==> config.mk <==
export PLATFORM = sky130hd
export DESIGN_NAME = ihss_queue
export DESIGN_NICKNAME = d
export VERILOG_FILES = /design/src/rtl/core/ihss_queue.sv
export SDC_FILE = /design/constraint.sdc
export NUM_CORES = 1
export LEC_CHECK = 0
export BUFFER_PORTS_ARGS = -buffer_cell sky130_fd_sc_hd__buf_2
export CORE_MARGIN = 1.5
export CORE_UTILIZATION = 30
export DETAILED_ROUTE_END_ITERATION = 8
export PLACE_DENSITY = 0.56
export SYNTH_ARGS = -nofsm -noshare
export SYNTH_HDL_FRONTEND = slang
export SYNTH_SLANG_ARGS = --single-unit
==> constraint.sdc <==
create_clock -name clk -period 1.9 [get_ports clk]
set_clock_uncertainty 0.1 [all_clocks]
set_input_delay 0.095 -clock clk [delete_from_list [all_inputs] [get_ports clk]]
set_output_delay 0.095 -clock clk [all_outputs]
set_load 0.005 [all_outputs]
==> src/rtl/core/ihss_queue.sv <==
// two-entry queue between the parsing front and the result back
module ihss_queue #(
  parameter int W = 8
) (
  input  logic         clk,
  input  logic         rst,
  input  logic         push,
  input  logic [W-1:0] din,
  output logic         full,
  output logic         valid,
  input  logic         pop,
  output logic [W-1:0] dout
);
  logic [W-1:0] slot [2];
  logic         wr_ptr, rd_ptr;
  logic [1:0]   count;
  logic         do_pop;

  assign full   = (count == 2'd2);
  assign valid  = (count != 2'd0);
  assign do_pop = pop && valid;
  assign dout   = slot[rd_ptr];

  always_ff @(posedge clk) begin
    if (push) slot[wr_ptr] <= din;
  end

  always_ff @(posedge clk) begin
    if (rst) begin
      wr_ptr <= 1'b0;
      rd_ptr <= 1'b0;
      count  <= 2'd0;
    end else begin
      if (push) wr_ptr <= !wr_ptr;
      if (do_pop) rd_ptr <= !rd_ptr;
      unique case ({push, do_pop})
        2'b10:   count <= count + 2'd1;
        2'b01:   count <= count - 2'd1;
        default: count <= count;
      endcase
    end
  end

endmodule

# Word level (Yosys, flattened, before mapping)
# Memories as Yosys holds them, arrays and structs flattened. A register that Yosys moved wholly into a read port is not among the register bits.
# Cells that the tools add are included.
# totals
reg_bits,4
latch_bits,0
ram_bits,16
mem_bits_ro,0
in_bits,12
output_inout_bits,10
elab_cells,19
mem_count,1
# classes
n_addsub,2
mul,0
n_div,0
magnitude_cmp,0
n_eq_ne,3
shifts,0
muxes,5
n_bitwise,0
reduce_logical,5
# mem_list
memory,depth,width,read_ports,rd_clocked_by_memory_dff,wr,line,text
slot,2,8,1,1,1,14,logic [W-1:0] slot [2];
# op_table
operator,n
== test 2 bit (second input constant),2
two-way mux 1 bit,4
case mux 2 bit (2 select lines),1
nonzero test 2 bit,2
adder 2 x 1 -> 2 bit (second input constant),1
== test 2 x 1 -> 1 bit (second input constant),1
zero test 1 bit,2
subtractor 2 x 1 -> 2 bit (second input constant),1
logical AND 1 bit,1

# Logic depth before layout (Yosys ltp)
# Gate-level depths: netlist of the first run.
# depth
depth_word,4
depth_mapped,5

# Least setup slack after synthesis of the first run
# OpenSTA, ideal clock, no wires.
# synth_path
path_kind,reg-to-reg
start,reg count[0]
end,reg count[1]
arrival_ps,1280
t_required_ps,1730
path_slack_ps,450
path_stages_with_launch,5
n_path_buf,0
period_less_slack_ps,1450
path_cell_list,dfxtp_1 > o21a_1 > ha_1 > or3_1 > a21oi_1
# synth_between
elab_chain_cells,4
elab_cells_between_ends,8
# synth_rtl
element,line,text
start: declaration,16,logic [1:0] count;
start signal: assignment,37,2'b10: count <= count + 2'd1;
start signal: assignment,38,2'b01: count <= count - 2'd1;
start signal: assignment,39,default: count <= count;
nonzero test 2 bit *,20,assign valid = (count != 2'd0);
logical AND 1 bit *,21,assign do_pop = pop && valid;
via do_pop,17,logic do_pop;
== test 2 x 1 -> 1 bit / == test 2 bit (equally long branches),36,"unique case ({push, do_pop})"
case mux 2 bit (2 select lines) / nonzero test 2 bit (equally long branches),-,
# Mark *: on every way through the listed nets, which the timed path passes. The rest lies on a longest branch.
# A chain may end at the register's enable or synchronous reset.

==> impl_metrics.yaml, run 1 <==
worst_setup_path:
  required_ps: 1700
  start_kind: "register"
  r2r_cells: 4
  r2r-start: "count[0]"
  cpPeakStageDelay_ps: 560
  critPathSlowestCell: "dfxtp_1"
  cp_cell_sequence: "mux2_2 > buf_2"
  cp_max_fo: 8
  r2r-end: "count[1]"
  arrival_ps: 1360
  rrSetupSlack_ps: 350
  cp-end-kind: "output pin"
  crit_type: "register to output pin"
floorplanning:
  die_w_um: 54.3
  rows: 18
  io_pins: 22
  die_h_um: 54.3
  placeableCoreArea_sq_um: 2480
  die_area_sq_um: 2950
  start_util_pct: 31.9
synth:
  yosys_register_bits: 21
  avgSynthCellArea_sq_um: 16.5
  synth_top_area_share_pct: 60.8
  yosysWarnings: 0
  netlist_area_sq_um: 791
  synthCells: 48
  synth_area_leader_cell: "edfxtp_1"
  ys_types: 16
  yosysSeqAreaShare_pct: 73.4
  syn_nets: 61
  yosys-top-cells-area: "edfxtp_1 (61%), dfxtp_1 (13%), mux2_2 (11%)"
sta:
  period_minus_slack_ps: 1550
  hold_viol: 0
  max_freq_mhz: 644
  hold_slack_ps: 121
  rsz0062_at_grt: "no"
  worstMarginPinSlew_ps: 389
  fin_setup_tns_ps: 0
  setup_violations: 0
  final_max_slew_viol_count: 0
  slew_headroom_pct: 74.1
  fin_crit_sh_pct: 81.7
global_route:
  antenna_found_initial: 0
  grt_pass1_wl_um: 1920
  grt_pass1_vias: 462
  grt.total_usage_pct: 9.61
  grt-ovfl-total: 0
  grt_max_degree: 12
clock_network:
  cts_tree: "yes"
  clock-root-buffer: "clkbuf_4"
  clk_pin_slew_ps: 100
  postCtsSetupBuffers: 0
  insertion_delay_ps: 290
  cts_buffers: 3
  htree_levels: 1
  clockBufferDepth: 2
  cts.sinks: 21
route:
  route.detailed.wl_per_inst_um: 11.1
  routed_wl_um: 1250
  final_antenna_net_count: 0
  drt_iter0_markers: 5
  avgViaCountPerCell: 4.19
  drc: 0
  drtPass1Iterations: 2
  routed-via-count: 473
finish:
  final_common_cell: "buf_2"
  final_cell_mix: "buf_2 (21), edfxtp_1 (16), dlygate4sd3_1 (10)"
  n_antenna_cell: 0
  nets: 97
  drive_above_1_share_pct: 42.2
  synthToLayoutAreaGrowth_pct: 34.3
place:
  place_congestion: 0.633
  place_hpwl_um: 892
  io_buffers: 21
status:
  outcome: "complete, no violations"
power:
  vdd_drop_max_mv: 0.578
  totalPowerFinal_uw: 1100
  power_density_nw_per_um2: 1030
  p_leak_uw: 0.000420
min_path:
  min_from: "pop"
  holdPathStages: 4
  hold_class: "input pin to register"
run:
  maxCapViolCount: 0
-- stage by stage --
step / utilization, % / instances / cell area [sq um] / worst slack (ps)
3_5_place_dp: 37.8 / 99 / 936 / 372
5_1_grt: 42.9 / 113 / 1060 / 229
4_1_cts: 42.9 / 113 / 1060 / 277
6_report: 42.9 / 113 / 1060 / 347
3_3_place_gp: 37.8 / 99 / 936 / 426
2_1_floorplan: - / 48 / 791 / 450
-- power breakdown --
| group | total, uW | switching [uW] | internal (uW) |
|---|---|---|---|
| Combinational | 290 | 108 | 181 |
| Clock | 199 | 117 | 81.5 |
| Sequential | 609 | 55.6 | 554 |
| Total | 1100 | 281 | 816 |
-- what timing repair did --
action,CTS,global route
resized for setup,0,0
endpoints found under the hold margin,21,0
hold buffers,10,0
-- worst max-delay path, delay by kind of cell, from the launching register on --
kind | cells | cell delay (ps)
DFF | 1 | 560
muxes | 1 | 390
buffers and inverters | 1 | 130
-- registers in the layout, indices dropped and copies added (netlist names), named ones only --
register,cells
rd_ptr,1
count,2
wr_ptr,1
slot,16
-- cell families (layout without fill, tap and decap cells) --
logic type,Yosys count,in the layout,share of synthesized area (%)
flip-flops,21,21,73.4
buffers and inverters,2,37,1.11
AO/OA/AOI/OAI,3,3,2.21
multiplexers,8,8,11.4
AND/OR/NAND/NOR,9,9,5.86
adder cells (fa/ha/maj),1,1,1.58
XOR/XNOR,4,4,4.43
-- how the worst max path moves through the flow --
stage	start	cells past startpoint	endpoint
floorplan	count[0]	4	count[1]
global placement	count[0]	4	count[1]
detailed placement	count[0]	4	count[1]
CTS	register	2	dout[3]
global route	register	2	dout[0]
finish	register	2	dout[3]
-- cell type report --
type,instances,area (sq um)
clock buffers,4,26.3
fillers,251,1420
inverters,1,3.75
multi-input cells,25,201
flip-flops and latches,21,581
well taps,30,37.5
repair buffers,32,213
-- synth_stat cells (all sizes together) --
| library cell | number |
|---|---|
| a21oi | 1 |
| and2 | 1 |
| and2b | 1 |
| buf | 1 |
| dfxtp | 5 |
| edfxtp | 16 |
| ha | 1 |
| inv | 1 |
| mux2 | 8 |
| nor2 | 5 |
| o21a | 1 |
| o21ai | 1 |
| or2 | 1 |
| or3 | 1 |
| xnor2 | 3 |
| xor2 | 1 |
-- layer usage --
metal | part of all wire (%) | vias to the layer above | wire [um] | global-route usage [%]
met4 | 0.80 | 0 | 10 | 6.25
met2 | 49 | 15 | 608 | 16.7
met1 | 43 | 213 | 539 | 9.91
met3 | 7.5 | 2 | 94 | 3.01
met5 | 0 | - | 0 | 0
li1 | - | 243 | - | -
Note: power is estimated with default switching activity, not from simulation.
==> inputs of run 2 (changes only) <==
--- a/config.mk
+++ b/config.mk
@@ -9,7 +9,7 @@
 export CORE_MARGIN = 1.5
 export CORE_UTILIZATION = 30
 export DETAILED_ROUTE_END_ITERATION = 8
-export PLACE_DENSITY = 0.56
+export PLACE_DENSITY = 0.58
 export SYNTH_ARGS = -nofsm -noshare
 export SYNTH_HDL_FRONTEND = slang
 export SYNTH_SLANG_ARGS = --single-unit
==> constraint.sdc (replaced) <==
create_clock -name clk -period 1.4 [get_ports clk]
set_clock_uncertainty 0.1 [all_clocks]
set_input_delay 0.07 -clock clk [delete_from_list [all_inputs] [get_ports clk]]
set_output_delay 0.07 -clock clk [all_outputs]
set_load 0.005 [all_outputs]
==> run 2 against run 1 <==
Sequential share of layout area fell by 5.6 points. Hold slack improved by 87 ps. The run now ends with setup timing left. Setup slack got worse by 390 ps. Routed wire length rose by 11%. Critical path depth rose by 3. Via count rose by 5.3%. Combinational power rose by 110%.
==> impl_metrics.yaml, run 2 (synthesis gave the netlist of run 1 again) <==
status:
  outcome: "finished with violations"
  violations: "setup timing"
sta:
  fin_crit_sh_pct: 103
  setup_slack_ps: -45.4
  fin_setup_tns_ps: -45.4
  final_max_slew_viol_count: 0
  hold_viol: 0
  setup_violations: 1
  max_freq_mhz: 692
  rsz0062_at_grt: "yes"
  period_minus_slack_ps: 1450
  worstMarginPinSlew_ps: 385
  slew_headroom_pct: 74.3
clock_network:
  cts.sinks: 21
  clk_pin_slew_ps: 120
  insertion_delay_ps: 300
  clock-root-buffer: "clkbuf_4"
  cts_tree: "yes"
  cts_buffers: 3
  clockBufferDepth: 2
  htree_levels: 1
global_route:
  antenna_found_initial: 0
  grt-ovfl-total: 0
  grt_pass1_wl_um: 2040
  grt_max_degree: 13
  grt.total_usage_pct: 9.95
  grt_pass1_vias: 509
worst_setup_path:
  crit_start: "count[1]"
  rrSetupSlack_ps: -50
  cp_max_fo: 2
  r2r_cells: 5
  arrival_ps: 1590
  cp_cell_sequence: "o21a_1 > ha_4 > xnor2_1 > or3_1 > a21oi_2"
  cp-end-kind: "register"
  start_kind: "register"
  r2r-start: "count[1]"
  crit_end: "count[1]"
  crit_type: "register to register"
  required_ps: 1540
  cpPeakStageDelay_ps: 330
  r2r-end: "count[1]"
  critPathSlowestCell: "dfxtp_1"
floorplanning:
  rows: 18
  placeableCoreArea_sq_um: 2480
  io_pins: 22
  die_area_sq_um: 2950
  start_util_pct: 31.9
  die_h_um: 54.3
  die_w_um: 54.3
place:
  io_buffers: 21
  place_hpwl_um: 945
  place_area_sq_um: 972
  place_congestion: 0.624
  dp_slack_ps: -39.5
route:
  drt_iter0_markers: 8
  routed-via-count: 498
  drc: 0
  avgViaCountPerCell: 4.26
  routed_wl_um: 1390
  final_antenna_net_count: 0
  drtPass1Iterations: 2
  route.detailed.wl_per_inst_um: 11.9
finish:
  n_antenna_cell: 0
  fin_area_sq_um: 1190
  post-route-util_pct: 48.2
  nets: 101
  largest_reg_flops: 16
  final_cell_mix: "edfxtp_1 (16), buf_2 (13), dlygate4sd3_1 (10)"
  drive_above_1_share_pct: 50.6
  biggestRegsByFlops: "slot x16, count x2"
  regMostFlops: "slot"
  final_common_cell: "edfxtp_1"
  synthToLayoutAreaGrowth_pct: 51.1
power:
  vdd_drop_max_mv: 0.946
  power_density_nw_per_um2: 1440
  p_leak_uw: 0.000488
run:
  maxCapViolCount: 0
min_path:
  hold_class: "input pin to register"
## run 2: worst max-delay path, delay by kind of cell, from the launching register on
kind	cells	cell delay, ps
adder cells (fa/ha/maj)	1	170
AND/OR/NAND/NOR	1	320
flip-flops	1	330
XOR/XNOR	1	120
AO/OA/AOI/OAI	2	350
## run 2: how the worst min path moves through the flow
stage	from	to	slack, ps	cells past startpoint
2_1_floorplan	rst	count[0]	30	1
3_3_place_gp	din[6]	slot[1][6]	160	1
3_5_place_dp	din[4]	slot[1][4]	170	1
4_1_cts	push	count[0]	200	5
5_1_grt	push	count[0]	230	5
6_report	push	count[0]	210	5
## run 2: area by class of cell
type                       count  area, sq um
tap                           30         37.5
clock buffer                   3         22.5
fill                         245         1280
multi-input combinational     25          248
clock inverter                 1         5.00
inverter                       1         3.75
timing repair buffer          36          293
sequential                    21          586
## run 2: where the power goes
part | switching, uW | internal [uW]
Clock | 175 | 106
Combinational | 200 | 410
Sequential | 72.1 | 762
Total | 447 | 1280
## run 2: metrics by stage
step / std cells / power (uW) / hold slack [ps]
5_1_grt: 117 / 1830 / 233
2_1_floorplan: 48 / 1090 / 35.0
6_report: 117 / 1730 / 208
4_1_cts: 117 / 1630 / 201
3_3_place_gp: 102 / 1270 / 164
3_5_place_dp: 102 / 1290 / 169
## run 2: routing by layer
metal	global-route usage, %	vias to the layer above	share of wire [%]
li1	-	249	-
met1	10.7	233	45
met2	18.5	16	49
met3	2.46	0	5.6
met4	3.75	0	0
met5	0	-	0
## run 2: timing repair
action,CTS,global route
pin swaps,1,0
setup endpoints to repair,9,9
resized for setup,3,16
gates cloned,0,0
hold buffers,10,0
hold endpoints to repair,21,0
buffers inserted,1,0
==> inputs of run 3 (changes only) <==
--- a/config.mk
+++ b/config.mk
@@ -7,9 +7,10 @@
 export LEC_CHECK = 0
 export BUFFER_PORTS_ARGS = -buffer_cell sky130_fd_sc_hd__buf_2
 export CORE_MARGIN = 1.5
-export CORE_UTILIZATION = 30
+export CORE_UTILIZATION = 44
 export DETAILED_ROUTE_END_ITERATION = 8
-export PLACE_DENSITY = 0.58
+export PLACE_DENSITY = 0.77
+export SETUP_SLACK_MARGIN = 0.5
 export SYNTH_ARGS = -nofsm -noshare
 export SYNTH_HDL_FRONTEND = slang
 export SYNTH_SLANG_ARGS = --single-unit
==> run 3 against run 2 <==
The run still ends with setup timing left. Clock-buffer cell count unchanged. Final cell count down 2.6%. Clock power shrank 3%. Largest power group unchanged. Register-to-register slack about the same. Combinational power rose by 21%. Global-route usage is 6.5 points higher. Power rose by 8.2%. Via count up 1.4%. Non-clock buffer count up 2. Sequential power up 2.6%. Maximum frequency is 0.89% higher.
==> impl_metrics.yaml, run 3 (synthesis gave the netlist of run 1 again) <==
clock_network:
  cts_tree: "yes"
  clockBufferDepth: 2
  cts.sinks: 21
  cts_buffers: 3
  htree_levels: 1
  clk_pin_slew_ps: 110
  clock-root-buffer: "clkbuf_4"
  insertion_delay_ps: 290
worst_setup_path:
  cpPeakStageDelay_ps: 340
  r2r_cells: 5
  start_kind: "register"
  arrival_ps: 1570
  cp_max_fo: 2
  critPathSlowestCell: "dfxtp_2"
  cp-end-kind: "register"
  cp_cell_sequence: "o21a_1 > ha_4 > xnor2_1 > or3_1 > a21oi_2"
  crit_type: "register to register"
  r2r-start: "count[1]"
  required_ps: 1540
  rrSetupSlack_ps: -30
  r2r-end: "count[1]"
finish:
  final_common_cell: "edfxtp_1"
  nets: 103
  drive_above_1_share_pct: 58.4
  regMostFlops: "slot"
  instances_no_fill: 114
  final_cell_mix: "edfxtp_1 (16), buf_2 (13), buf_6 (11)"
  post-route-util_pct: 73.8
  biggestRegsByFlops: "slot x16, count x2"
  synthToLayoutAreaGrowth_pct: 59.5
  largest_reg_flops: 16
  n_antenna_cell: 0
floorplanning:
  die_area_sq_um: 2060
  placeableCoreArea_sq_um: 1710
  die_w_um: 45.4
  io_pins: 22
  start_util_pct: 46.3
  rows: 15
  die_h_um: 45.4
power:
  combPwrFrac_pct: 39.4
  p_leak_uw: 0.000522
  clkPwrFrac_pct: 14.7
  p_sw_share_pct: 26.0
  p_sw_uw: 485
  p_seq_share_pct: 45.9
  p_int_uw: 1380
  power_density_nw_per_um2: 1480
  vdd_drop_max_mv: 0.927
place:
  place_congestion: 0.693
  dpl.cell_count: 95
  io_buffers: 21
  dp_slack_ps: -3.16
route:
  drc: 0
  drt_iter0_markers: 1
  route.detailed.wl_per_inst_um: 12.7
  routed_wl_um: 1440
  avgViaCountPerCell: 4.43
  drtPass1Iterations: 2
  routed-via-count: 505
  final_antenna_net_count: 0
global_route:
  grt_max_degree: 13
  grt.total_usage_pct: 16.5
  grt_pass1_vias: 518
  grt_pass1_wl_um: 2290
  antenna_found_initial: 0
  grt-ovfl-total: 0
sta:
  worstMarginPinSlew_ps: 245
  setup_violations: 1
  final_max_slew_viol_count: 0
  fin_setup_tns_ps: -32.7
  setup_slack_ps: -32.7
  period_minus_slack_ps: 1430
  rsz0062_at_grt: "yes"
  hold_slack_ps: 113
  hold_viol: 0
  max_freq_mhz: 698
  fin_crit_sh_pct: 102
  slew_headroom_pct: 83.6
min_path:
  hold-path-endpoint: "slot[1][0]"
  hold_class: "input pin to register"
  holdPathStages: 2
  min_from: "push"
status:
  outcome: "finished with violations"
  violations: "setup timing"
run:
  maxCapViolCount: 0
-- run 3: worst max-delay path, delay by kind of cell (launching register included) --
kind                       cells  cell delay [ps]
xor gates and xnor gates       1              120
DFF                            1              340
adders and majority gates      1              170
and+or+nand+nor                1              320
AOI/OAI and AO/OA              2              330
-- run 3: cell type report --
cell class                      instances  area, sq um
Clock buffer                            3         22.5
Clock inverter                          1         5.00
Tap cell                               25         31.3
Inverter                                1         3.75
Timing Repair Buffer                   38          322
Fill cell                             120          447
Multi-Input combinational cell         25          287
Sequential cell                        21          591
-- run 3: timing repair --
item                                    CTS  global route
cloned                                    0             0
endpoints found under the setup margin   30            31
hold buffers                             10             0
gates resized for setup                  12             8
hold endpoints to repair                 21             0
setup buffers                             4             1
pin swaps                                 2             4
-- run 3: through the flow --
step                cell area, sq um  total power (uW)
floorplan                        853              1170
global placement                 993              1300
detailed placement               993              1320
CTS                             1220              1770
global route                    1260              1980
finish                          1260              1870
-- run 3: routing by layer --
layer	wire length [um]	GRT usage (%)	vias up
li1	-	-	252
met1	539	17.7	236
met2	828	31.0	17
met3	76	6.35	0
met4	0	1.76	0
met5	0	0	-
-- run 3: how the worst max path moves through the flow --
stage | startpoint | to | slack, ps
after floorplan | count[0] | count[1] | 10
after global placement | count[0] | count[1] | 20
after detailed placement | count[0] | count[1] | -3
after CTS | count[1] | count[1] | -9
after global routing | count[1] | count[1] | -100
final | count[1] | count[1] | -30
-- run 3: power groups by stage --
stage                     Combinational (uW)  Clock [uW]  Sequential (uW)
final                                    736         274              856
after floorplan                          356           0              811
after detailed placement                 471           0              845
after global routing                     806         313              864
after CTS                                647         282              840
after global placement                   463           0              842
