==> src/rtl/core/ihss_pkg.sv <==
// shared constants, codes and types of the image header size sniffer
package ihss_pkg;

  localparam int HEADER_CAPTURE_DEF = 26;
  localparam int POSITION_BITS_DEF  = 27;

  localparam logic [31:0] MAX_PIXELS_RST  = 32'(50 * 1000 * 1000);
  localparam logic [26:0] MAX_ENCODED_RST = 27'(64 * 1024 * 1024);

  // register indexes on the configuration port
  typedef enum logic {
    REG_MAX_PIXELS  = 1'b0,
    REG_MAX_ENCODED = 1'b1
  } reg_index_t;

  typedef enum logic [1:0] {
    ST_OK          = 2'd0,
    ST_TOO_LARGE   = 2'd1,
    ST_UNSUPPORTED = 2'd2,
    ST_TOO_MANY    = 2'd3
  } status_t;

  typedef enum logic [2:0] {
    FMT_NONE = 3'd0,
    FMT_JPEG = 3'd1,
    FMT_PNG  = 3'd2,
    FMT_WEBP = 3'd3,
    FMT_BMP  = 3'd4
  } format_t;

  localparam logic [7:0]  JPEG_SOI   = 8'hd8;
  localparam logic [7:0]  JPEG_SOS   = 8'hda;
  localparam logic [7:0]  VP8L_SIG   = 8'h2f;
  localparam logic [7:0]  VP8_SYNC0  = 8'h9d;
  localparam logic [13:0] VP8_DIM_MASK = 14'h3fff;
  localparam logic [7:0]  PNG_SIG0   = 8'h89;
  localparam logic [31:0] PNG_IHDR_LEN = 32'd13;
  localparam logic [31:0] TAG_VP8X   = 32'h58385056;
  localparam logic [31:0] TAG_VP8L   = 32'h4c385056;
  localparam logic [31:0] TAG_VP8    = 32'h20385056;

  // parser summary handed from the front to the back with each image
  typedef struct packed {
    logic        jpeg_ok;
    logic [15:0] jpeg_w;
    logic [15:0] jpeg_h;
    logic        webp_ok;
    logic [32:0] webp_end;
    logic [24:0] webp_w;
    logic [24:0] webp_h;
  } finish_info_t;

  function automatic logic [31:0] cat4(input logic [7:0] a, input logic [7:0] b,
                                       input logic [7:0] c, input logic [7:0] d);
    return {a, b, c, d};
  endfunction

endpackage

==> src/rtl/core/ihss_back.sv <==
// back: format decision, pixel count product and result register
module ihss_back #(
  parameter int HEADER_CAPTURE = ihss_pkg::HEADER_CAPTURE_DEF,
  parameter int POSITION_BITS  = ihss_pkg::POSITION_BITS_DEF
) (
  input  logic                        clk,
  input  logic                        rst,
  input  logic                        q_valid,
  output logic                        q_pop,
  input  logic [POSITION_BITS-1:0]    rec_len,
  input  logic [POSITION_BITS-1:0]    rec_frame_end,
  input  logic [8*HEADER_CAPTURE-1:0] rec_hdr,
  input  ihss_pkg::finish_info_t      rec_info,
  input  logic [31:0]                 max_pixels,
  input  logic [26:0]                 max_encoded_bytes,
  output logic                        out_valid,
  input  logic                        out_ready,
  output logic [1:0]                  status,
  output logic [2:0]                  format,
  output logic [30:0]                 out_width,
  output logic [30:0]                 out_height
);
  import ihss_pkg::*;

  localparam int HC = HEADER_CAPTURE;

  logic [7:0]  h [HC];
  logic        en;
  logic        too_large;
  format_t     fmt;
  logic [30:0] dw, dh;

  logic        s1_valid, s1_large;
  format_t     s1_fmt;
  logic [30:0] s1_w, s1_h;
  logic        s2_valid, s2_large;
  format_t     s2_fmt;
  logic [30:0] s2_w, s2_h;
  logic [61:0] s2_prod;

  always_comb begin
    for (int i = 0; i < HC; i++) h[i] = rec_hdr[8*i +: 8];
  end

  // whole pipeline moves together, held while the result waits
  assign en    = !out_valid || out_ready;
  assign q_pop = q_valid && en;

  always_comb begin
    logic [33:0] len34;
    logic        jpeg_hit, png_hit, webp_hit, bmp_hit;
    logic [31:0] pw, ph, dib, rw, rh, ih;
    logic [15:0] cw, ch;
    logic        core_ok, info_ok;
    len34 = 34'(rec_len);
    too_large = (rec_len == '1) || (len34 > 34'(max_encoded_bytes));

    jpeg_hit = rec_info.jpeg_ok && (rec_len >= rec_frame_end) &&
               (rec_info.jpeg_w != 16'd0) && (rec_info.jpeg_h != 16'd0);

    pw = cat4(h[16], h[17], h[18], h[19]);
    ph = cat4(h[20], h[21], h[22], h[23]);
    png_hit = (len34 >= 34'd24) && (h[0] == PNG_SIG0) && (h[1] == 8'h50) &&
              (h[2] == 8'h4e) && (h[3] == 8'h47) && (h[4] == 8'h0d) && (h[5] == 8'h0a) &&
              (h[6] == 8'h1a) && (h[7] == 8'h0a) &&
              (cat4(h[8], h[9], h[10], h[11]) == PNG_IHDR_LEN) &&
              (cat4(h[12], h[13], h[14], h[15]) == 32'h49484452) &&
              (pw != 32'd0) && (ph != 32'd0) && !pw[31] && !ph[31];

    webp_hit = (len34 >= 34'd20) && (cat4(h[0], h[1], h[2], h[3]) == 32'h52494646) &&
               (cat4(h[8], h[9], h[10], h[11]) == 32'h57454250) &&
               ({1'b0, rec_info.webp_end} == len34) && rec_info.webp_ok;

    dib = cat4(h[17], h[16], h[15], h[14]);
    cw  = {h[19], h[18]};
    ch  = {h[21], h[20]};
    rw  = cat4(h[21], h[20], h[19], h[18]);
    rh  = cat4(h[25], h[24], h[23], h[22]);
    ih  = rh[31] ? (32'd0 - rh) : rh;
    core_ok = (cw != 16'd0) && (ch != 16'd0);
    // negative height means a top-down bitmap
    info_ok = (dib >= 32'd40) && (rw != 32'd0) && !rw[31] && (rh != 32'd0) &&
              (rh != 32'h80000000);
    bmp_hit = (len34 >= 34'd26) && (h[0] == 8'h42) && (h[1] == 8'h4d) &&
              ((dib == 32'd12) ? core_ok : info_ok);

    fmt = FMT_NONE;
    dw  = '0;
    dh  = '0;
    priority if (jpeg_hit) begin
      fmt = FMT_JPEG;
      dw  = 31'(rec_info.jpeg_w);
      dh  = 31'(rec_info.jpeg_h);
    end else if (png_hit) begin
      fmt = FMT_PNG;
      dw  = pw[30:0];
      dh  = ph[30:0];
    end else if (webp_hit) begin
      fmt = FMT_WEBP;
      dw  = 31'(rec_info.webp_w);
      dh  = 31'(rec_info.webp_h);
    end else if (bmp_hit) begin
      fmt = FMT_BMP;
      dw  = (dib == 32'd12) ? 31'(cw) : rw[30:0];
      dh  = (dib == 32'd12) ? 31'(ch) : ih[30:0];
    end else begin
      fmt = FMT_NONE;
    end
    if (too_large || fmt == FMT_NONE) begin
      dw = '0;
      dh = '0;
    end
  end

  always_ff @(posedge clk) begin
    if (en) begin
      s1_large <= too_large;
      s1_fmt   <= too_large ? FMT_NONE : fmt;
      s1_w     <= dw;
      s1_h     <= dh;
      s2_large <= s1_large;
      s2_fmt   <= s1_fmt;
      s2_w     <= s1_w;
      s2_h     <= s1_h;
      s2_prod  <= s1_w * s1_h;
      format     <= s2_fmt;
      out_width  <= s2_w;
      out_height <= s2_h;
      priority if (s2_large) status <= ST_TOO_LARGE;
      else if (s2_fmt == FMT_NONE) status <= ST_UNSUPPORTED;
      else if (s2_prod > 62'(max_pixels)) status <= ST_TOO_MANY;
      else status <= ST_OK;
    end
  end

  always_ff @(posedge clk) begin
    if (rst) begin
      s1_valid  <= 1'b0;
      s2_valid  <= 1'b0;
      out_valid <= 1'b0;
    end else if (en) begin
      s1_valid  <= q_valid;
      s2_valid  <= s1_valid;
      out_valid <= s2_valid;
    end
  end

endmodule

==> config.mk <==
export PLATFORM = sky130hd
export DESIGN_NAME = ihss_back
export DESIGN_NICKNAME = d
export VERILOG_FILES = /design/src/rtl/core/ihss_pkg.sv /design/src/rtl/core/ihss_back.sv
export SDC_FILE = /design/constraint.sdc
export NUM_CORES = 2
export LEC_CHECK = 0
export BUFFER_PORTS_ARGS = -buffer_cell sky130_fd_sc_hd__buf_2
export CAP_MARGIN = 30
export CORE_UTILIZATION = 30
export CTS_BUF_LIST = sky130_fd_sc_hd__clkbuf_16
export DETAILED_ROUTE_END_ITERATION = 10
export GPL_ROUTABILITY_DRIVEN = 1
export GPL_TIMING_DRIVEN = 0
export PLACE_DENSITY = 0.47
export SETUP_SLACK_MARGIN = 0.02
export SLEW_MARGIN = 0
export SYNTH_ARGS = -nofsm -noshare
export SYNTH_HDL_FRONTEND = slang
export SYNTH_SLANG_ARGS = --single-unit
==> constraint.sdc <==
create_clock -name clk -period 7.2 [get_ports clk]
set_clock_uncertainty 0.15 [all_clocks]
set_input_delay 0.36 -clock clk [delete_from_list [all_inputs] [get_ports clk]]
set_output_delay 0.36 -clock clk [all_outputs]
set_load 0.1 [all_outputs]
======== Yosys cells after proc, flatten, opt, wreduce, memory -nomap -nowiden ========
Cells that the tools add are included.
storage, ports and cells
  word-level logic and storage cells ...... 111
  flip-flop bits (word level) ............. 264
  input bits .............................. 442
  output and inout port bits .............. 69
cells by class
  magnitude comparators ................... 7
  eq/ne operators ......................... 18
  reductions and logical operators ........ 48
  multiplexer cells ....................... 18
  add/subtract/negate cells ............... 1
  multiply operators ...................... 1
operators with widths
  operator                                                                               count
  31-bit 2-to-1 mux                                                                      9
  32-bit nonzero test                                                                    4
  32-bit by 31-bit equality test with 1-bit output (second input constant)               3
  27-bit by 5-bit greater-or-equal comparator with 1-bit output (second input constant)  3
  32-bit by 4-bit equality test with 1-bit output (second input constant)                2
  16-bit nonzero test                                                                    4
  62-bit by 32-bit > comparator with 1-bit output                                        1
  31-bit by 31-bit multiplier with 62-bit output                                         1
  8-bit by 7-bit equality test with 1-bit output (second input constant)                 5
  33-bit by 27-bit equality test with 1-bit output                                       1
  32-bit by 6-bit greater-or-equal comparator with 1-bit output (second input constant)  1
  16-bit 2-to-1 mux                                                                      2
  32-bit inequality test (second input constant)                                         1
  1-bit by 31-bit subtractor with 31-bit output (first input constant)                   1
  1-bit logical AND                                                                      30
  27-bit equality test (second input constant)                                           1
  27-bit greater-or-equal comparator                                                     1
  27-bit > comparator                                                                    1
  8-bit by 4-bit equality test with 1-bit output (second input constant)                 3
  3-bit 2-to-1 mux                                                                       4
  8-bit by 5-bit equality test with 1-bit output (second input constant)                 1
  8-bit equality test (second input constant)                                            1
  3-bit zero test                                                                        2
  1-bit zero test                                                                        4
  4 further kinds                                                                        7

======== Depth between registers and ports, before layout ========
  depth after elaboration ................. 20
  depth in mapped cells ................... 28

======== Worst setup path before layout ========
No wires, ideal clock.
  path type ............................... register to output
  start ................................... register out_valid
  end ..................................... output q_pop
  path slack .............................. -0.541 ns
  required time ........................... 6.690 ns
  cell stages (with the launch flop) ...... 4
  arrival time ............................ 7.231 ns
  cell sequence ........................... dfxtp_1 -> nor2b_1 -> inv_1 -> and2_1
on the way
  word-level cells in the longest chain between the ends .. 3
RTL lines
  what                      RTL line          RTL
  start: declaration        ihss_back.sv:16   output logic out_valid,
  start signal: assignment  ihss_back.sv:144  out_valid <= s2_valid;
  1-bit zero test           ihss_back.sv:46   assign en = !out_valid || out_ready;
  1-bit logical OR          ihss_back.sv:46
  1-bit logical AND         ihss_back.sv:47   assign q_pop = q_valid && en;
  end: declaration          ihss_back.sv:9    output logic q_pop,
No other way between the ends.

======== Worst setup path after layout ========
  start ................................... register s1_h[24]
  end ..................................... register s2_prod[56], data pin
on the way
  word-level cells in the longest chain between the ends .. 1
RTL lines
  what                                            RTL line          RTL
  start: declaration                              ihss_back.sv:35   logic [30:0] s1_w, s1_h;
  start signal: assignment                        ihss_back.sv:120  s1_h <= dh;
  31-bit by 31-bit multiplier with 62-bit output  ihss_back.sv:125  s2_prod <= s1_w * s1_h;
  end signal: assignment                          ihss_back.sv:125
  end: declaration                                ihss_back.sv:39   logic [61:0] s2_prod;
No other way between the ends.
A chain may end at the register's enable or synchronous reset.

==> summary.txt <==
Status
  • Status: complete, but fails checks
  • Failing checks: setup timing

Setup path
  • Endpoint required time on the critical path: 7.39 ns
  • Critical path arrival: 8.28 ns
  • CP endpoint kind: flip-flop
  • Nature of the critical path startpoint: flip-flop
  • Max FO, Critical Path: 8
  • Startpoint-to-endpoint class of the critical path: reg -> reg

Pwr
  • Net switching power: 1.703 mW
  • Share of total power consumed by net switching: 35.12%
  • Max rail drop VDD: 0.1685 mV
  • PwrDens: 87.14 nW/um2
  • Clock share of power: 35.2%
  • Static leakage: 27.30 nW
  • Register share of total power: 37.7%
  • Internal power: 3.145 mW
  • Power, Total: 4.848 mW
  • Logic gate share of total power: 27.1%

Route
  • Routed length on met3: 15,800 um
  • Number of search-and-repair iterations in the first detailed-routing pass: 8
  • Residual DRC: 0
  • Top layer in use: met5
  • Vias: 37.78k
  • Amount of wire on met2 after detailed routing: 90,900 um
  • Residual antenna-violating net count after detailed routing: 0
  • Final routed wirelength across all metal layers: 198,300 um
  • Length of routed wiring on met1: 81,280 um
  • Drt first-iter violations: 3,596
  • Routed length per placed instance: 26.85 um
  • Number of vias per cell: 5.115

Clocking
  • TritonCTS clock tree: done
  • Clock-pin slew of the registers on the worst-case setup and hold paths: 0.06 ns
  • Number of buffers inserted during clock tree synthesis: 34
  • Clock root buffer master: sky130_fd_sc_hd__clkbuf_16
  • Max H-tree Level: 2
  • Clock latency of the later-clocked register in the worst-skew pair: 0.62 ns
  • Number of clock sinks seen by CTS: 264
  • Worst-case clock buffer depth: 3

STA
  • Transition time at the pin with the least slew margin: 1.092 ns
  • Part of the cycle the worst path needs: 112.4%
  • RSZ-0062 raised after global routing: true
  • Max-slew headroom: 26.43%
  • # setup viols final: 40
  • Final hold violation count: 0
  • Final critical path time including I/O delays and setup: 8.094 ns
  • Top achievable clock speed: 123.6 MHz
  • Worst Setup Slack, final: -0.8938 ns
  • Final Max Slew Viols: 0

Floorplanning
  • Starting density of the core: 30.27%
  • Count of pins on the block boundary: 511
  • Horizontal die dimension: 388.2 um
  • Die height: 388.2 um
  • Core area: 147,800 um2
  • Area of the die: 150,700 um2
  • Number of rows created at floorplan: 141

Job
  • Max_cap viols: 0

Placed design
  • Port Buffer Count: 510
  • Half-perimeter wire length after detailed placement: 165,700 um
  • Final weighted congestion in routability-driven placement: 0.9755

Synth
  • EDFF count, synth: 261
  • Cells after synthesis: 4,613
  • Net count of the mapped netlist: 6,234
  • Proportion of register bits with asynchronous set or reset after synthesis: 0%
  • Synthesis Warnings: 0
  • Sequential cell area fraction in the yosys report: 17.65%
  • Number of library cell types mapped by synthesis: 70
  • Mapped Area: 44,750 um2
  • Dominant synthesized flop cell: sky130_fd_sc_hd__edfxtp_1
  • Avg Synthesized Cell Area: 9.701 um2
  • Synthesis-stage register bit count: 264

Cells and area
  • Net count reported at finish: 7,028
  • Post-layout utilization of the core: 37.63%
  • Area growth from synthesis to layout: 24.32%
  • Proportion of layout cells with a drive suffix above 1: 22.43%

Worst hold path
  • Worst min-delay path category: in -> reg

GRT
  • Vias in the first global route: 38.45k
  • Overall Global Routing Usage: 25.98%
  • Number of antenna violations at the first check in global routing: 50
  • Largest net degree at the start of global routing: 43
  • Global route overflow: 0
  • First-pass GRT wire length: 277,100 um
==> stage by stage <==
stage | area (um2) | hold slack [ns] | setup TNS, ns | instances | setup slack (ns)
2_1_floorplan | 44860 | 0.2503 | 0 | 4613 | 0.02204
3_5_place_dp | 50420 | 0.2545 | -63.09 | 7092 | -2.211
4_1_cts | 54820 | 0.005257 | -18.07 | 7327 | -0.8669
6_report | 55630 | 0.02699 | -19.05 | 7386 | -0.8938
3_3_place_gp | 49830 | 0.2527 | -145.76 | 7053 | -2.410
5_1_grt | 55580 | 0.02414 | -25.95 | 7365 | -1.028
==> path summary, 6_finish.rpt <==
check / start / to / slack [ns] / cells past startpoint
min reg2reg: s2_w[1]$_DFFE_PN_ / out_width[1]$_DFFE_PN_ / 0.24 / 0
min: rec_hdr[129] / s1_w[25]$_SDFFCE_PP0N_ / 0.03 / 3
max: s1_h[24]$_SDFFCE_PP0N_ / s2_prod[56]$_DFFE_PN_ / -0.89 / 22
max reg2reg: s1_h[24]$_SDFFCE_PP0N_ / s2_prod[56]$_DFFE_PN_ / -0.89 / 22
==> routing by layer <==
layer / track usage [%] / vias to the layer above
li1: - / 16077
met1: 34.86 / 19600
met2: 41.05 / 1720
met3: 4.272 / 356
met4: 11.73 / 24
met5: 0 / -
==> state kept, by name (all words and copies together) (netlist names), 2 cells and up <==
signal / cells
s2_prod: 62
out_height: 31
out_width: 31
s1_h: 31
s1_w: 31
s2_h: 31
s2_w: 31
format: 3
s1_fmt: 3
s2_fmt: 3
status: 2
==> power by group through the flow <==
stage          clock network [mW]  registers, mW  logic (mW)
6_report                     1.71           1.83        1.31
5_1_grt                      1.82           1.83        1.37
4_1_cts                      1.76           1.83        1.28
3_5_place_dp                    0           1.87        1.15
3_3_place_gp                    0           1.88        1.13
2_1_floorplan                   0           2.06       0.396
==> what timing repair did <==
item	4_1_cts	5_1_grt
hold endpoints to repair	21	0
setup endpoints to repair	48	46
hold buffers	30	0
resized for setup	536	146
setup buffers	158	38
pin swaps	128	103
cloned	0	1
==> cell families after synthesis <==
| kind of cell | Yosys count | synth area share (%) |
|---|---|---|
| flops | 264 | 17.65 |
| compound gates | 427 | 6.537 |
| simple gates | 1423 | 16.32 |
| fa+ha+maj | 1179 | 47.01 |
| mux | 1 | 0.02516 |
| buf+inv | 1202 | 10.18 |
| xor+xnor | 117 | 2.290 |
==> final cells by class <==
type / count / area (um2)
clock buffer: 34 / 850.8
clock inverter: 25 / 234.0
multi-input combinational: 3147 / 33510
tap: 1930 / 2415
timing repair buffer: 772 / 5228
sequential: 264 / 7898
buffer: 231 / 1839
antenna: 26 / 65.06
inverter: 957 / 3596
fill: 15189 / 92200
==> cells in the mapped netlist (all sizes together) (9+ instances only) <==
library cell	n	area share, %
inv	957	8.0
ha	342	9.6
nor4b	12	0.23
nor2	122	1.0
nor3	23	0.27
and3	15	0.21
or3	11	0.18
a31oi	12	0.17
a211oi	33	0.55
and2	509	7.1
nand4	51	0.71
a311oi	12	0.23
nand2	545	4.6
a21oi	110	1.2
a22oi	20	0.34
o211ai	17	0.29
edfxtp	261	18
nor4	50	0.70
nor2b	11	0.15
fa	837	37
xnor2	70	1.4
a21o	45	0.76
nand3	32	0.36
o21bai	18	0.30
o21ai	69	0.78
clkbuf	228	1.9
and4	9	0.18
buf	17	0.24
a222oi	42	0.94
xor2	47	0.92
==> cell usage in the layout (no fill, tap or decap), types with 26 or more instances in the layout <==
master,Yosys,routed
sky130_fd_sc_hd__nor4_1,50,50
sky130_fd_sc_hd__buf_8,0,30
sky130_fd_sc_hd__xor2_1,47,45
sky130_fd_sc_hd__buf_2,4,521
sky130_fd_sc_hd__clkbuf_8,0,39
sky130_fd_sc_hd__inv_2,0,34
sky130_fd_sc_hd__o21ai_0,68,51
sky130_fd_sc_hd__inv_1,957,924
sky130_fd_sc_hd__edfxtp_1,261,261
sky130_fd_sc_hd__buf_6,2,34
sky130_fd_sc_hd__and2_1,508,481
sky130_fd_sc_hd__buf_4,6,165
sky130_fd_sc_hd__a21o_1,44,43
sky130_fd_sc_hd__and2_4,1,28
sky130_fd_sc_hd__buf_12,0,26
sky130_fd_sc_hd__clkbuf_2,0,63
sky130_fd_sc_hd__nand4_1,51,51
sky130_fd_sc_hd__nand2_1,545,538
sky130_fd_sc_hd__a21oi_1,109,82
sky130_fd_sc_hd__diode_2,0,26
sky130_fd_sc_hd__clkbuf_4,0,38
sky130_fd_sc_hd__clkbuf_1,228,44
sky130_fd_sc_hd__clkbuf_16,0,43
sky130_fd_sc_hd__xnor2_1,70,67
sky130_fd_sc_hd__a211oi_1,33,32
sky130_fd_sc_hd__a222oi_1,42,42
sky130_fd_sc_hd__ha_1,342,313
sky130_fd_sc_hd__fa_1,837,806
sky130_fd_sc_hd__dlygate4sd3_1,0,30
sky130_fd_sc_hd__nor2_1,122,116
sky130_fd_sc_hd__fa_2,0,31
==> critical path: stages (launching register included) <==
cell and delay, ns:
sky130_fd_sc_hd__edfxtp_1 0.58, sky130_fd_sc_hd__clkbuf_1 0.51, sky130_fd_sc_hd__buf_8 0.23, sky130_fd_sc_hd__nand2_1 0.08, sky130_fd_sc_hd__fa_1 0.50, sky130_fd_sc_hd__inv_1 0.05, sky130_fd_sc_hd__fa_1 0.48, sky130_fd_sc_hd__fa_1 0.59
sky130_fd_sc_hd__fa_1 0.45, sky130_fd_sc_hd__fa_1 0.59, sky130_fd_sc_hd__fa_1 0.45, sky130_fd_sc_hd__fa_1 0.44, sky130_fd_sc_hd__ha_1 0.29, sky130_fd_sc_hd__ha_1 0.39, sky130_fd_sc_hd__a21oi_1 0.43, sky130_fd_sc_hd__o21ai_0 0.22
sky130_fd_sc_hd__a21oi_1 0.24, sky130_fd_sc_hd__o21ai_0 0.14, sky130_fd_sc_hd__a21oi_1 0.37, sky130_fd_sc_hd__a21oi_2 0.18, sky130_fd_sc_hd__nor2b_2 0.20, sky130_fd_sc_hd__o21bai_1 0.11, sky130_fd_sc_hd__xor2_1 0.14
No activity file was read; power rests on OpenSTA's default activity.
