===== src/rtl/core/ihss_pkg.sv =====
// shared constants, codes and types of the image header size sniffer
package ihss_pkg;

  localparam int HEADER_CAPTURE_DEF = 26;
  localparam int POSITION_BITS_DEF  = 27;

  localparam logic [31:0] MAX_PIXELS_RST  = 32'(50 * 1000 * 1000);
  localparam logic [26:0] MAX_ENCODED_RST = 27'(64 * 1024 * 1024);

  // register indexes on the configuration port
  typedef enum logic {
    REG_MAX_PIXELS  = 1'b0,
    REG_MAX_ENCODED = 1'b1
  } reg_index_t;

  typedef enum logic [1:0] {
    ST_OK          = 2'd0,
    ST_TOO_LARGE   = 2'd1,
    ST_UNSUPPORTED = 2'd2,
    ST_TOO_MANY    = 2'd3
  } status_t;

  typedef enum logic [2:0] {
    FMT_NONE = 3'd0,
    FMT_JPEG = 3'd1,
    FMT_PNG  = 3'd2,
    FMT_WEBP = 3'd3,
    FMT_BMP  = 3'd4
  } format_t;

  localparam logic [7:0]  JPEG_SOI   = 8'hd8;
  localparam logic [7:0]  JPEG_SOS   = 8'hda;
  localparam logic [7:0]  VP8L_SIG   = 8'h2f;
  localparam logic [7:0]  VP8_SYNC0  = 8'h9d;
  localparam logic [13:0] VP8_DIM_MASK = 14'h3fff;
  localparam logic [7:0]  PNG_SIG0   = 8'h89;
  localparam logic [31:0] PNG_IHDR_LEN = 32'd13;
  localparam logic [31:0] TAG_VP8X   = 32'h58385056;
  localparam logic [31:0] TAG_VP8L   = 32'h4c385056;
  localparam logic [31:0] TAG_VP8    = 32'h20385056;

  // parser summary handed from the front to the back with each image
  typedef struct packed {
    logic        jpeg_ok;
    logic [15:0] jpeg_w;
    logic [15:0] jpeg_h;
    logic        webp_ok;
    logic [32:0] webp_end;
    logic [24:0] webp_w;
    logic [24:0] webp_h;
  } finish_info_t;

  function automatic logic [31:0] cat4(input logic [7:0] a, input logic [7:0] b,
                                       input logic [7:0] c, input logic [7:0] d);
    return {a, b, c, d};
  endfunction

endpackage


===== src/rtl/core/ihss_front.sv =====
// front: byte counter, header capture, jpeg and webp stream parsers
module ihss_front #(
  parameter int HEADER_CAPTURE = ihss_pkg::HEADER_CAPTURE_DEF,
  parameter int POSITION_BITS  = ihss_pkg::POSITION_BITS_DEF
) (
  input  logic                        clk,
  input  logic                        rst,
  input  logic                        in_valid,
  output logic                        in_ready,
  input  logic [7:0]                  data_byte,
  input  logic                        last_byte,
  input  logic                        q_full,
  output logic                        push,
  output logic [POSITION_BITS-1:0]    rec_len,
  output logic [POSITION_BITS-1:0]    rec_frame_end,
  output logic [8*HEADER_CAPTURE-1:0] rec_hdr,
  output ihss_pkg::finish_info_t      rec_info
);
  import ihss_pkg::*;

  localparam int PB = POSITION_BITS;
  localparam int HC = HEADER_CAPTURE;
  localparam int IW = $clog2(HC);

  typedef enum logic [7:0] {
    JP_SOI       = 8'b00000001,
    JP_EXPECT_FF = 8'b00000010,
    JP_MARKER    = 8'b00000100,
    JP_LEN_HI    = 8'b00001000,
    JP_LEN_LO    = 8'b00010000,
    JP_SKIP      = 8'b00100000,
    JP_SOF_BODY  = 8'b01000000,
    JP_DONE      = 8'b10000000
  } jp_state_t;

  typedef enum logic [3:0] {
    WP_HEADER   = 4'b0001,
    WP_PAY_EVEN = 4'b0010,
    WP_PAY_ODD  = 4'b0100,
    WP_PAD      = 4'b1000
  } wp_state_t;

  logic          accept;
  logic [PB-1:0] pos, pos_next;
  logic [7:0]    hdr [HC];

  jp_state_t     jp_state, jp_state_next;
  logic          jp_fail, jp_fail_next;
  logic [15:0]   jp_left, jp_left_next;
  logic [PB-1:0] jp_end, jp_end_next;
  logic [7:0]    jp_marker, jp_marker_next;
  logic [31:0]   jp_size, jp_size_next;

  wp_state_t     wp_state, wp_state_next;
  logic          wp_fail, wp_fail_next;
  logic [3:0]    wp_fill, wp_fill_next;
  logic [31:0]   wp_left, wp_left_next;
  logic [31:0]   wp_tag, wp_tag_next;
  logic [7:0]    wp_pay [10];
  logic [7:0]    wp_pay_next [10];
  logic [7:0]    pv [10];
  logic [32:0]   wp_end, wp_end_next;
  logic          wp_found, wp_found_next;
  logic [24:0]   wp_bw, wp_bw_next, wp_bh, wp_bh_next;
  logic [49:0]   wp_area, wp_area_next;

  logic          cand_hit;
  logic [24:0]   cand_w, cand_h;
  logic [49:0]   cand_area;

  assign in_ready = !q_full;
  assign accept   = in_valid && in_ready;
  assign push     = accept && last_byte;

  assign pos_next = (pos == '1) ? pos : pos + PB'(1);

  always_ff @(posedge clk) begin
    if (accept && pos < PB'(HC)) begin
      hdr[pos[IW-1:0]] <= data_byte;
    end
  end

  always_comb begin
    for (int i = 0; i < HC; i++) begin
      rec_hdr[8*i +: 8] = (pos == PB'(i)) ? data_byte : hdr[i];
    end
  end

  // jpeg marker walker
  always_comb begin
    logic [15:0]   seg;
    logic [PB:0]   end_sum;
    logic          standalone;
    logic          is_sof;
    jp_state_next  = jp_state;
    jp_fail_next   = jp_fail;
    jp_left_next   = jp_left;
    jp_end_next    = jp_end;
    jp_marker_next = jp_marker;
    jp_size_next   = jp_size;
    seg     = {jp_left[15:8], data_byte};
    end_sum = {1'b0, jp_end} + (PB+1)'(seg);
    standalone = (data_byte == 8'h00) || (data_byte == 8'h01) || (data_byte == 8'hd8) ||
                 (data_byte == 8'hd9) || (data_byte[7:3] == 5'b11010);
    is_sof = (jp_marker[7:4] == 4'hc) && (jp_marker[3:0] != 4'h4) &&
             (jp_marker[3:0] != 4'h8) && (jp_marker[3:0] != 4'hc);
    if (!jp_fail) begin
      unique case (jp_state)
        JP_SOI: begin
          if (pos == '0) begin
            if (data_byte != 8'hff) jp_fail_next = 1'b1;
          end else if (data_byte != JPEG_SOI) begin
            jp_fail_next = 1'b1;
          end else begin
            jp_state_next = JP_EXPECT_FF;
          end
        end
        JP_EXPECT_FF: begin
          if (data_byte != 8'hff) jp_fail_next = 1'b1;
          else jp_state_next = JP_MARKER;
        end
        JP_MARKER: begin
          if (data_byte == 8'hff) begin
            jp_state_next = JP_MARKER;
          end else if (standalone) begin
            jp_state_next = JP_EXPECT_FF;
          end else if (data_byte == JPEG_SOS) begin
            jp_fail_next = 1'b1;
          end else begin
            jp_marker_next = data_byte;
            jp_state_next  = JP_LEN_HI;
          end
        end
        JP_LEN_HI: begin
          jp_left_next  = {data_byte, 8'h00};
          jp_end_next   = pos;
          jp_state_next = JP_LEN_LO;
        end
        JP_LEN_LO: begin
          if (seg < 16'd2) begin
            jp_fail_next = 1'b1;
          end else if (is_sof) begin
            if (seg < 16'd7) begin
              jp_fail_next = 1'b1;
            end else begin
              jp_end_next   = end_sum[PB] ? '1 : end_sum[PB-1:0];
              jp_size_next  = '0;
              jp_left_next  = 16'd5;
              jp_state_next = JP_SOF_BODY;
            end
          end else if (seg == 16'd2) begin
            jp_state_next = JP_EXPECT_FF;
          end else begin
            jp_left_next  = seg - 16'd2;
            jp_state_next = JP_SKIP;
          end
        end
        JP_SKIP: begin
          jp_left_next = jp_left - 16'd1;
          if (jp_left == 16'd1) jp_state_next = JP_EXPECT_FF;
        end
        JP_SOF_BODY: begin
          // precision byte first, then height and width big-endian
          unique case (jp_left)
            16'd4:   jp_size_next[15:8]  = data_byte;
            16'd3:   jp_size_next[7:0]   = data_byte;
            16'd2:   jp_size_next[31:24] = data_byte;
            16'd1:   jp_size_next[23:16] = data_byte;
            default: jp_size_next = jp_size;
          endcase
          jp_left_next = jp_left - 16'd1;
          if (jp_left == 16'd1) jp_state_next = JP_DONE;
        end
        JP_DONE: jp_state_next = JP_DONE;
        default: jp_state_next = jp_state;
      endcase
    end
  end

  // view of the payload with this byte written at the fill index
  always_comb begin
    for (int i = 0; i < 10; i++) begin
      pv[i] = (wp_fill == 4'(i)) ? data_byte : wp_pay[i];
    end
  end

  // frame candidate once enough payload is in
  always_comb begin
    logic [3:0] fill_new;
    fill_new = wp_fill + 4'd1;
    cand_hit = 1'b0;
    cand_w   = '0;
    cand_h   = '0;
    if (fill_new == 4'd5 && wp_tag == TAG_VP8L && pv[0] == VP8L_SIG) begin
      cand_hit = 1'b1;
      cand_w   = 25'd1 + 25'(pv[1]) + 25'({pv[2][5:0], 8'h00});
      cand_h   = 25'd1 + 25'(pv[2][7:6]) + 25'({pv[3], 2'b00}) + 25'({pv[4][3:0], 10'h000});
    end else if (fill_new == 4'd10 && wp_tag == TAG_VP8X) begin
      cand_hit = 1'b1;
      cand_w   = 25'd1 + 25'({pv[6], pv[5], pv[4]});
      cand_h   = 25'd1 + 25'({pv[9], pv[8], pv[7]});
    end else if (fill_new == 4'd10 && wp_tag == TAG_VP8 && pv[3] == VP8_SYNC0 &&
                 pv[4] == 8'h01 && pv[5] == 8'h2a) begin
      cand_hit = 1'b1;
      cand_w   = 25'({pv[7], pv[6]} & {2'b00, VP8_DIM_MASK});
      cand_h   = 25'({pv[9], pv[8]} & {2'b00, VP8_DIM_MASK});
    end
  end

  assign cand_area = cand_w * cand_h;

  // webp riff chunk walker
  always_comb begin
    logic [33:0] pos34;
    logic [31:0] size;
    logic [33:0] room;
    wp_state_next = wp_state;
    wp_fail_next  = wp_fail;
    wp_fill_next  = wp_fill;
    wp_left_next  = wp_left;
    wp_tag_next   = wp_tag;
    wp_end_next   = wp_end;
    wp_found_next = wp_found;
    wp_bw_next    = wp_bw;
    wp_bh_next    = wp_bh;
    wp_area_next  = wp_area;
    for (int i = 0; i < 10; i++) wp_pay_next[i] = wp_pay[i];
    pos34 = 34'(pos);
    size  = {data_byte, wp_pay[6], wp_pay[5], wp_pay[4]};
    room  = {1'b0, wp_end} - (pos34 + 34'd1);
    if (pos == PB'(7)) begin
      wp_end_next = {1'b0, data_byte, hdr[6], hdr[5], hdr[4]} + 33'd8;
    end
    if (!wp_fail && pos34 >= 34'd12) begin
      unique case (wp_state)
        WP_HEADER: begin
          if (wp_fill == 4'd0 && pos34 + 34'd8 > {1'b0, wp_end}) begin
            wp_fail_next = 1'b1;
          end else begin
            for (int i = 0; i < 8; i++) begin
              if (wp_fill == 4'(i)) wp_pay_next[i] = data_byte;
            end
            wp_fill_next = wp_fill + 4'd1;
            if (wp_fill == 4'd7) begin
              wp_tag_next  = {pv[3], pv[2], pv[1], pv[0]};
              wp_fill_next = 4'd0;
              if (34'(size) + 34'(size[0]) > room) begin
                wp_fail_next = 1'b1;
              end else begin
                wp_left_next = size;
                if (size != 32'd0) wp_state_next = size[0] ? WP_PAY_ODD : WP_PAY_EVEN;
              end
            end
          end
        end
        WP_PAY_EVEN, WP_PAY_ODD: begin
          if (wp_fill < 4'd10) begin
            for (int i = 0; i < 10; i++) begin
              if (wp_fill == 4'(i)) wp_pay_next[i] = data_byte;
            end
            wp_fill_next = wp_fill + 4'd1;
            if (cand_hit && cand_w != '0 && cand_h != '0 &&
                (!wp_found || cand_area > wp_area)) begin
              wp_found_next = 1'b1;
              wp_bw_next    = cand_w;
              wp_bh_next    = cand_h;
              wp_area_next  = cand_area;
            end
          end
          wp_left_next = wp_left - 32'd1;
          if (wp_left == 32'd1) begin
            wp_fill_next  = 4'd0;
            wp_state_next = (wp_state == WP_PAY_ODD) ? WP_PAD : WP_HEADER;
          end
        end
        WP_PAD:  wp_state_next = WP_HEADER;
        default: wp_state_next = WP_HEADER;
      endcase
    end
  end

  always_ff @(posedge clk) begin
    if (accept) begin
      for (int i = 0; i < 10; i++) wp_pay[i] <= wp_pay_next[i];
    end
  end

  always_ff @(posedge clk) begin
    if (rst || push) begin
      pos       <= '0;
      jp_state  <= JP_SOI;
      jp_fail   <= 1'b0;
      jp_left   <= '0;
      jp_end    <= '0;
      jp_marker <= '0;
      jp_size   <= '0;
      wp_state  <= WP_HEADER;
      wp_fail   <= 1'b0;
      wp_fill   <= '0;
      wp_left   <= '0;
      wp_tag    <= '0;
      wp_end    <= '0;
      wp_found  <= 1'b0;
      wp_bw     <= '0;
      wp_bh     <= '0;
      wp_area   <= '0;
    end else if (accept) begin
      pos       <= pos_next;
      jp_state  <= jp_state_next;
      jp_fail   <= jp_fail_next;
      jp_left   <= jp_left_next;
      jp_end    <= jp_end_next;
      jp_marker <= jp_marker_next;
      jp_size   <= jp_size_next;
      wp_state  <= wp_state_next;
      wp_fail   <= wp_fail_next;
      wp_fill   <= wp_fill_next;
      wp_left   <= wp_left_next;
      wp_tag    <= wp_tag_next;
      wp_end    <= wp_end_next;
      wp_found  <= wp_found_next;
      wp_bw     <= wp_bw_next;
      wp_bh     <= wp_bh_next;
      wp_area   <= wp_area_next;
    end
  end

  // summary of the image as it stands after the last byte
  assign rec_len       = pos_next;
  assign rec_frame_end = jp_end_next;
  always_comb begin
    rec_info.jpeg_ok  = !jp_fail_next && (jp_state_next == JP_DONE);
    rec_info.jpeg_w   = jp_size_next[31:16];
    rec_info.jpeg_h   = jp_size_next[15:0];
    rec_info.webp_ok  = !wp_fail_next && (wp_state_next == WP_HEADER) &&
                        (wp_fill_next == 4'd0) && wp_found_next;
    rec_info.webp_end = wp_end_next;
    rec_info.webp_w   = wp_bw_next;
    rec_info.webp_h   = wp_bh_next;
  end

endmodule


===== config.mk =====
export PLATFORM = sky130hd
export DESIGN_NAME = ihss_front
export DESIGN_NICKNAME = d
export VERILOG_FILES = /design/src/rtl/core/ihss_pkg.sv /design/src/rtl/core/ihss_front.sv
export SDC_FILE = /design/constraint.sdc
export NUM_CORES = 2
export LEC_CHECK = 0
export BUFFER_PORTS_ARGS = -buffer_cell sky130_fd_sc_hd__buf_2
export CAP_MARGIN = 20
export CORE_UTILIZATION = 50
export DETAILED_ROUTE_END_ITERATION = 10
export PLACE_DENSITY = 0.68
export SYNTH_ARGS = -nofsm -noshare
export SYNTH_HDL_FRONTEND = slang
export SYNTH_SLANG_ARGS = --single-unit

===== constraint.sdc =====
create_clock -name clk -period 86.6 [get_ports clk]
set_input_delay 25.98 -clock clk [delete_from_list [all_inputs] [get_ports clk]]
set_output_delay 25.98 -clock clk [all_outputs]
set_load 0.02 [all_outputs]

# After elaboration in Yosys (flattened, before gate mapping)
# Memories as Yosys holds them, arrays and structs flattened.
# Cells that the tools add are included.
# Widths: inputs -> output; s select.
# classes
addsub	18
mul	1
div_mod_pow	0
magnitude_cmp	8
eq_ne	81
shifts	0
n_mux	137
n_bitwise	5
reduce_logical	49
# ops
cell	n
$mux 8	52
$mux 25	12
$eq 27x5->1 const B	10
$mux 32	7
$eq 27x4->1 const B	8
$mux 27	6
$mux 80	2
$pmux 32 s2	2
$pmux 64 s2	1
$eq 27x3->1 const B	4
$mux 16	5
$eq 32x31->1 const B	2
$mux 64	1
$pmux 8 s8	1
$eq 8x8->1 const B	7
$eq 27x2->1 const B	2
$pmux 27 s2	1
$add 1x24->25 const A	2
$gt 50x50->1	1
$mul 25x25->50	1
$reduce_bool 25->1	2
$eq 16x2->1 const B	3
$mux 4	12
$pmux 16 s3	1
66 further kinds	154
# word_totals
reg_bits	326
latchBits	0
ramBits	288
mem_bits_ro	0
inputBits	13
out_inout_bits	381
wordCells	318
mem_count	2
# memory_table
name	words	width	read_ports	rd_ports_with_merged_regs	write_ports	line_no	text
hdr	26	8	26	0	1	ihss_front.sv:45	logic [7:0] hdr [HC];
wp_pay	10	8	10	0	10	ihss_front.sv:59	logic [7:0] wp_pay [10];

# Depth between registers and ports, before layout
# depth
depth_word	18
mapped_depth	58
mapped_depth_nobuf	52

# Worst setup path before layout
# Ideal clock, no wire load.
# synth_timing
path_kind	in2out
start	input port data_byte[1]
end	output port rec_info[37] (netlist name)
arrival_ps	37204
required_time_ps	60620
slack_ps	23416
path_stages	53
n_path_buf	8
cell_sequence	clkbuf_1 clkbuf_1 inv_1 clkbuf_1 nor2_1 a21oi_1 ha_1 nor4bb_1 and2_1 nand4bb_1 nor4_2 nand2_1 clkbuf_1 clkbuf_1 nor2_1 a221o_1 clkbuf_1 nand2_1 [17 not listed] a22o_1 o41a_1 a21o_1 o21ai_0 nand2b_1 xor2_1 ha_1 a21o_1 a21oi_1 nor2_1 a2111oi_0 o21ai_0 a21oi_1 a31oi_1 and2_1 buf_6 buf_6 mux2_1
# synth_rtl
item	line_no	text
start, declared	ihss_front.sv:10	input logic [7:0] data_byte,
end, declared	ihss_front.sv:17	output ihss_pkg::finish_info_t rec_info

==> results.md <==
* Status: finished clean
* Tmin final at 66.29 ns
* Dpl cells at 8837
* CTS-repair resized insts at 0
* Antenna Nets Post-Route at 0
* Routability-driven placement congestion ratio at 1.04
* RSZ-0062 raised after global routing: no
* CTS Sinks at around 610
* Die Wd at about 350 µm
* CP Data Arrival Time at 40.31 ns
* Die Span Y at 349 µm
* Final setup violating endpoints at 0
* Iteration count of the initial detailed-routing pass at 8
* Top-area cell type share of the netlist area at between 10% and 20%
* Design Power at between 0.0006 and 0.0007 W
* Placed cell areas at approximately 64000 µm²
* Violation count after the first detailed-route iteration at 6206
* Worst hold slack at 0.448 ns
* TNS Setup at 0 ns
* H-tree level count at 3
* Layout cells sized above 1 at 12.8%
* Final non-filler cell total at around 9000
* Initial antenna violation count at 3
* Cell mode on critical path: fa_1
* IO Pins at 394
* Gate Count Post-Synth at ~7100
* Row count at between 100 and 150
* Area growth syn-to-layout at 10.2%
* Cell Area, Synth at ~60000 µm²
* Via count at around 55000
* CP max stage delay at 0.83 ns
* Slew Viols, Final at 0
* FMAX at roughly 15 MHz
* Dpl hpwl at 161000 µm
* Seq/Total Area, Yosys at about a quarter
* Post-CTS Repair Setup Buffers at 0
* Most common cell in the netlist: nand2_1
* Peak supply drop at ~0.016 mV
* Power Dens Cells at roughly 10 nW/µm²
* Fin crit share at roughly three quarters
* Synth unique cells at 91
* CTS root buf: clkbuf_16
* Final Hold Vio Count at 0
* Layout Nets at approximately 8200
* Vias per cell at a little over 6
* Total CTS buffers at 74
* MaxCap Viol Count at 0
* EDFF count, synth at about 290
* Cells on worst reg2reg path at 46
* Synthesized flop and latch total at roughly 610
* Area contributors post-synth: fa_1, edfxtp_1, dfxtp_1, ha_1, nand2_1
* Slowest stage cell on the critical path: and2_1
* Most used DFF post-synth: dfxtp_1
* PortBufs at a little under 400
* Fin area at ~66000 µm²
* HP Class: reg2reg
* CP Max Fanout at 50
* Die area at 122000 µm²
* Mean Syn Cell Area at ~8.5 µm²
* Rel. slew slack at around a fifth
* Synth Net Count at roughly 8000
* Synth warn at 0
* Routed len/inst at approximately 24 µm
* Layout fillers at 10900
* Max Root-Sink Buffers at 3
* Crit. End Element: output port
* First-pass GRT wire length at 327000 µm
* CP required at 60.62 ns
* Synth top cells by count: nand2_1, nor2_1, inv_1
* Largest area contributor in the netlist: fa_1
* Core Box Area at ~120000 µm²
* Post-CTS Hold Fix Bufs at 0
* Worst Skew at around 0.043 ns
* Worst-Margin Slew at around 1.2 ns
* Residual DRC at 0
* Static leakage at about 29 nW
* Worst skew pair latency at 0.69 ns
* Type of origin of the critical path: input pin
* Kind of critical path: in2out
* Grt ovf at 0
* Routed WL at about 220000 µm
* Worst Hold Depth at 2
* CTS tree: done
* Gr usage total at a little over a third
* Asr flop ratio synth at 0%
* Largest net degree at the start of global routing at ~80
* Starting Density at 50.7%
* Vias in the first global route at roughly 53000
* CTS clock-pin slew for the worst setup and hold paths at roughly 0.06 ns
-- sequential cells by signal (all words and copies together), names as in the netlist --
signal / count
wp_fill: 4
wp_tag: 32
pos: 27
jp_marker: 8
wp_found: 1
wp_bw: 25
wp_bh: 25
jp_state: 8
wp_area: 50
hdr: 208
jp_left: 16
wp_state: 4
jp_fail: 1
wp_end: 33
wp_left: 32
jp_end: 27
wp_fail: 1
wp_pay: 80
jp_size: 32
-- worst max-delay path: cells and delay by family --
kind | cells | cell delay, ns
compound gates | 13 | 3.01
fa+ha+maj | 10 | 4.15
buf+inv | 10 | 1.49
xor+xnor | 1 | 0.18
mux | 1 | 0.40
simple gates | 16 | 4.87
-- cells in the final DEF, fill, tap and decap left out, types with 19 or more instances in the layout --
cell and n:
nand2_1 910, nor2_1 864, inv_1 748, fa_1 528, buf_2 386, ha_1 368, a21oi_1 360, dfxtp_1 326
o21ai_0 317, edfxtp_1 288, nand3_1 231, xnor2_1 218, mux2_2 175, buf_4 155, nor3_1 135, mux2i_1 90
a22oi_1 85, a21o_1 81, nand4_1 79, clkbuf_16 76, xor2_1 73, a211oi_1 64, and2_1 63, nor4_1 62
mux2_4 47, and3_1 45, nand2b_1 45, nor2b_1 35, o211ai_1 30, o21a_1 28, or3_1 23, o31ai_1 21
o22ai_1 21, a31oi_1 20, o21bai_1 19
-- final cells by class --
| class | instances | area (µm²) | area share (%) |
|---|---|---|---|
| antenna | 3 | 7.51 | 0.0113 |
| clock buffer | 98 | 2050 | 3.10 |
| clock inverter | 40 | 394 | 0.594 |
| inverter | 754 | 2830 | 4.27 |
| multi-input combinational | 5330 | 40700 | 61.4 |
| sequential | 614 | 15200 | 22.9 |
| tap | 1600 | 2000 | 3.02 |
| timing repair buffer | 545 | 3160 | 4.77 |
-- metrics by stage --
stage	utilization (%)	worst slack, ns
CTS	55.8	20.53
floorplan	-	23.42
global placement	53.7	20.69
global route	55.9	19.59
detailed placement	53.7	20.60
finish	55.9	20.31
-- path summary, 6_finish.rpt --
path / from / endpoint / slack, ns
worst min-delay path: wp_area[31] / wp_area[31] / 0.45
worst max-delay path: data_byte[1] / rec_info[37] / 20.31
worst max register to register: wp_fill[0] / wp_bh[14] / 71.05
worst min register to register: wp_area[31] / wp_area[31] / 0.45
-- power breakdown --
part	leakage [nW]	total, W	switching [W]	internal [W]
clock network	1.20	0.000319	0.000138	0.000181
logic	22.4	0.0000453	0.0000321	0.0000132
registers	5.19	0.000306	0.00000125	0.000304
-- kinds of logic after synthesis --
group	count (synthesis)	synth area share [%]
adders and majority gates	896	25.2
muxes	314	5.98
DFF	614	25.2
xor gates and xnor gates	291	4.23
buffers and inverters	1181	7.51
AOI/OAI and AO/OA	1203	12.4
and+or+nand+nor	2626	19.5
-- per-layer routing --
| metal | share of wire [%] | vias up | wire length (µm) | global-route usage (%) |
|---|---|---|---|---|
| li1 | - | 24300 | - | - |
| met1 | 40 | 26800 | 87200 | 46.9 |
| met2 | 43 | 3073 | 94200 | 53.2 |
| met3 | 10 | 639 | 22400 | 7.36 |
| met4 | 6.5 | 4 | 14200 | 20.0 |
| met5 | 0.010 | - | 22 | 0 |
Note: power is estimated with default switching activity, not from simulation.
